===== src/hw/rtl/cei_pkg.sv =====
// Shared types, constants and coefficient tables for the elliptic integral pipeline.
package cei_pkg;

    localparam int PARAM_W = 24;
    localparam int RES_W   = 24;
    localparam int COEF_W  = 32;
    localparam int X_W     = 31;

    localparam int LOG_LAT    = 37;
    localparam int HORNER_LAT = 4;
    localparam int X_DLY      = LOG_LAT - HORNER_LAT;
    localparam int PIPE_LAST  = LOG_LAT + 2;

    localparam logic [63:0] DEC_ONE = 64'd100000000000;
    localparam logic [31:0] LN2_Q32 = 32'hB172_17F8;
    localparam logic [RES_W-1:0] OUT_MAX = {RES_W{1'b1}};

    typedef logic [4:0][COEF_W-1:0] t_coef;

    function automatic logic [COEF_W-1:0] dec_to_q30(input logic [63:0] d);
        logic [63:0] t;
        logic [63:0] q;
        logic [63:0] r;
        logic [63:0] v;
        t = d << 20;
        q = t / DEC_ONE;
        r = t % DEC_ONE;
        v = (q << 10) + (((r << 10) + (DEC_ONE >> 1)) / DEC_ONE);
        return v[COEF_W-1:0];
    endfunction

    localparam t_coef KA = {dec_to_q30(64'd1451196212), dec_to_q30(64'd3742563713),
        dec_to_q30(64'd3590092383), dec_to_q30(64'd9666344259),
        dec_to_q30(64'd138629436112)};
    localparam t_coef KB = {dec_to_q30(64'd441787012), dec_to_q30(64'd3328355346),
        dec_to_q30(64'd6880248576), dec_to_q30(64'd12498593597),
        dec_to_q30(64'd50000000000)};
    localparam t_coef EA = {dec_to_q30(64'd1736506451), dec_to_q30(64'd4757383546),
        dec_to_q30(64'd6260601220), dec_to_q30(64'd44325141463),
        dec_to_q30(64'd100000000000)};
    localparam t_coef EB = {dec_to_q30(64'd526449639), dec_to_q30(64'd4069697526),
        dec_to_q30(64'd9200180037), dec_to_q30(64'd24998368310),
        dec_to_q30(64'd100000000000)};

endpackage


===== src/hw/rtl/cei_combine.sv =====
// Two-stage a + b * lg with rounding to Q4.20 and saturation.
module cei_combine import cei_pkg::*; #(
    parameter int LGW = 34
) (
    input  logic              i_clk,
    input  logic              i_en,
    input  logic [COEF_W-1:0] i_a,
    input  logic [COEF_W-1:0] i_b,
    input  logic [LGW-1:0]    i_lg,
    output logic [RES_W-1:0]  o_res
);

    localparam int PW = COEF_W + LGW;
    localparam int SW = PW - 26;

    logic [PW-1:0]     r_p;
    logic [COEF_W-1:0] r_a;
    logic [PW:0]       w_pr;
    logic [SW:0]       w_s;
    logic [SW:0]       w_r;
    logic [RES_W-1:0]  r_res;

    assign w_pr = ((PW+1)'(r_p) + (PW+1)'(1 << 27)) >> 28;
    assign w_s  = (SW+1)'(r_a) + (SW+1)'(w_pr) + (SW+1)'(512);
    assign w_r  = w_s >> 10;

    always_ff @(posedge i_clk) begin
        if (i_en) begin
            r_p   <= i_b * i_lg;
            r_a   <= i_a;
            r_res <= (w_r > (SW+1)'(OUT_MAX)) ? OUT_MAX : w_r[RES_W-1:0];
        end
    end

    assign o_res = r_res;

endmodule


===== config.mk =====
export PLATFORM = sky130hd
export DESIGN_NAME = cei_combine
export DESIGN_NICKNAME = d
export VERILOG_FILES = /design/src/hw/rtl/cei_pkg.sv /design/src/hw/rtl/cei_combine.sv
export SDC_FILE = /design/constraint.sdc
export NUM_CORES = 2
export LEC_CHECK = 0
export ABC_CLOCK_PERIOD_IN_PS = 8220
export BUFFER_PORTS_ARGS = -buffer_cell sky130_fd_sc_hd__buf_2
export CAP_MARGIN = 10
export CORE_MARGIN = 1.5
export CORE_UTILIZATION = 45
export CTS_CLUSTER_DIAMETER = 150
export DETAILED_ROUTE_END_ITERATION = 10
export GPL_ROUTABILITY_DRIVEN = 0
export GPL_TIMING_DRIVEN = 1
export PLACE_DENSITY = 0.67
export SKIP_CTS_REPAIR_TIMING = 1
export SLEW_MARGIN = 20
export SYNTH_ARGS = -nofsm -noshare
export SYNTH_HDL_FRONTEND = slang
export SYNTH_SLANG_ARGS = --single-unit

===== constraint.sdc =====
create_clock -name i_clk -period 8.22 [get_ports i_clk]
set_clock_uncertainty 0.1 [all_clocks]
set_input_delay 1.644 -clock i_clk [delete_from_list [all_inputs] [get_ports i_clk]]
set_output_delay 1.644 -clock i_clk [all_outputs]
set_load 0.01 [all_outputs]

==> key figures <==
Status
  • Status: complete, but fails checks
  • Failing checks: negative setup slack

Finish
  • Layout cells sized above 1: 0.173
  • Inserted Diodes: 0
  • Nets: 6052
  • Area grow syn2layout: 18.4%

Placed design
  • DP HPWL: 93.2 mm
  • Port bufs: 123

Clock tree
  • Clock buffer depth: 2
  • Htree depth: 3
  • Skew-Pair Late Insertion Delay: 0.35 ns
  • Worst-path clk slew: 0.07 ns
  • CTS Buf Count: 9
  • CTS tree: built
  • Root buf cell: clkbuf_16
  • Total clock sinks: 95

Logic synthesis
  • Share of the synthesized area in the top cell type: 0.479
  • Seq/Total Area, Yosys: 0.0715
  • Cell variety after synth: 66
  • Cells after Synth: 4306
  • Asr flop ratio synth: 0
  • Syn Std Cell Area: 39900 µm²
  • Syn_nets: 5686
  • Most frequent cell after synthesis: fa_1
  • Top post-synthesis cells by area: fa_1 (48%), ha_1 (10%), inv_1 (8.8%)
  • Main synth FF type: edfxtp_1
  • YS warnings: 0
  • Largest area contributor in the netlist: fa_1
  • Synthesized flop and latch total: 95
  • Syn_area_per_cell: 9.26 µm²
  • Post-synth EDFFs: 95
  • Synth top cells by count: fa_1 (955), inv_1 (936), nand2_1 (722)

Timing
  • Max-slew violations: 0
  • Fin worst setup slack: -0.165 ns
  • Hold slack: 0.821 ns
  • Setup-failing EPs final: 12
  • Unrepaired setup endpoints after global routing: yes
  • Final Hold Fails: 0
  • Crit path time final: 8.38 ns
  • Max-slew headroom: 0.585
  • Final Cycle Share: 1.02
  • Fmax: 119 MHz
  • Worst-margin pin slew: 0.619 ns

Global routing
  • Vias in the first global route: 32300
  • Initial antenna violation count: 3
  • Largest net degree at the start of global routing: 49
  • Gr ovfl total: 0
  • First-pass GRT wire length: 173 mm
  • Total GRT Usage: 0.243

Worst setup path
  • Worst EP arrival: 8.39 ns
  • Most frequent CP cell: fa_1
  • CP bufs+invs: 6
  • CP Capture Type: flop
  • Crit start category: input port
  • Slowest stage delay, CP: 0.63 ns
  • WP data required: 8.23 ns
  • CP Class: in -> reg
  • Slowest cell on the critical path: fa_1
  • Max FO, Critical Path: 9
  • R2R setup slack: 3.09 ns
  • Top Family by Delay on Critical Path: adder cells

Floorplan
  • Die Ht: 301 µm
  • Die area: 90400 µm²
  • Core area: 87300 µm²
  • Row count: 108
  • Die Wd: 301 µm
  • Top Ports: 124
  • Initial Util: 0.457

Run
  • Max Cap Viol: 0

Route
  • Vias/cell: 5.20
  • DR iter-0 viols: 1957
  • WL/cell: 19.1 µm
  • Final Routed Wirelength: 111 mm
  • DRT Pass-1 Iters: 6
  • Residual DRC: 0
  • Via count: 30300
  • Final antenna-violating net count: 0

Hold path
  • HP Class: reg -> reg
==> flip-flops by register name, indices dropped and copies added (netlist names) <==
signal  cells
r_p        39
r_a        32
o_res      24
==> placed cells by master, fill, tap and decap left out, drive strengths merged, types with 4 or more instances in the layout <==
master,count
nor2,63
a2111oi,4
buf,566
and3,9
inv,938
and4,5
o21ai,42
nor3,24
edfxtp,95
nand2,722
nand3,32
ha,325
nand4,31
nor4,6
a21oi,93
or3,9
xor2,36
o21bai,14
a211oi,13
a21o,38
fa,955
nor2b,7
o211ai,8
and2,451
a31oi,8
clkbuf,26
o21a,11
xnor2,63
nand2b,27
o31ai,7
==> layout make-up <==
type	instances	area, µm²
clock inverter	6	93.8
tap	1155	1450
sequential	95	2850
inverter	936	3510
timing repair buffer	583	5460
multi-input combinational	3047	33600
clock buffer	9	225
fill	7705	40100
==> final timing paths <==
| path | end | depth (start not counted) | from |
|---|---|---|---|
| max | r_p[58]$_DFFE_PP_ | 25 | i_lg[7] |
| max reg2reg | o_res[22]$_SDFFCE_PN1P_ | 16 | r_p[27]$_DFFE_PP_ |
| min reg2reg | o_res[0]$_SDFFCE_PN1P_ | 4 | r_a[10]$_DFFE_PP_ |
| min | o_res[0]$_SDFFCE_PN1P_ | 4 | r_a[10]$_DFFE_PP_ |
==> layer usage <==
layer | global-route usage | wire [µm] | part of all wire | vias to the layer above
met2 | 0.409 | 53900 | 0.48 | 1093
met4 | 0.0497 | 2760 | 0.025 | 2
met1 | 0.333 | 46200 | 0.42 | 15500
met5 | 0 | 8 | 0.000072 | -
met3 | 0.0389 | 8480 | 0.076 | 183
li1 | - | - | - | 13500
==> metrics by stage <==
step / setup WS [ns] / instance area (µm²) / std cells / TNS (ns) / util
after global placement: -0.828 / 44700 / 5765 / -20.44 / 0.512
after floorplan: -0.00394 / 40100 / 4306 / -0.00394 / -
final: -0.165 / 47200 / 5831 / -0.681 / 0.541
after CTS: -0.542 / 45000 / 5780 / -10.63 / 0.516
after detailed placement: -0.910 / 44700 / 5765 / -23.46 / 0.512
after global routing: -0.345 / 47200 / 5831 / -4.84 / 0.541
==> cell families after synthesis <==
logic type / Yosys count / share of synthesized area
xor gates and xnor gates: 99 / 0.0219
buffers and inverters: 1164 / 0.110
and+or+nand+nor: 1393 / 0.169
adders and majority gates: 1280 / 0.581
AOI/OAI and AO/OA: 274 / 0.0455
muxes: 1 / 0.000282
DFF: 95 / 0.0715
==> worst register-to-register path, stage by stage (launching register included) <==
cell and delay (ns):
edfxtp_1 0.39, ha_1 0.20, nand3_1 0.20, nor3_2 0.60, nand2_1 0.14, xnor2_1 0.27
ha_1 0.29, ha_1 0.35, nand2_1 0.11, or3_1 0.39, a2111oi_2 0.35, o31a_2 0.25
nor4b_2 0.08, o41ai_4 0.42, a21oi_1 0.17, o211ai_4 0.49, nand2b_1 0.21
Power is left out: the tool's default activity adds up to more than one toggle a clock period on the data nets, which glitch-free logic cannot reach.
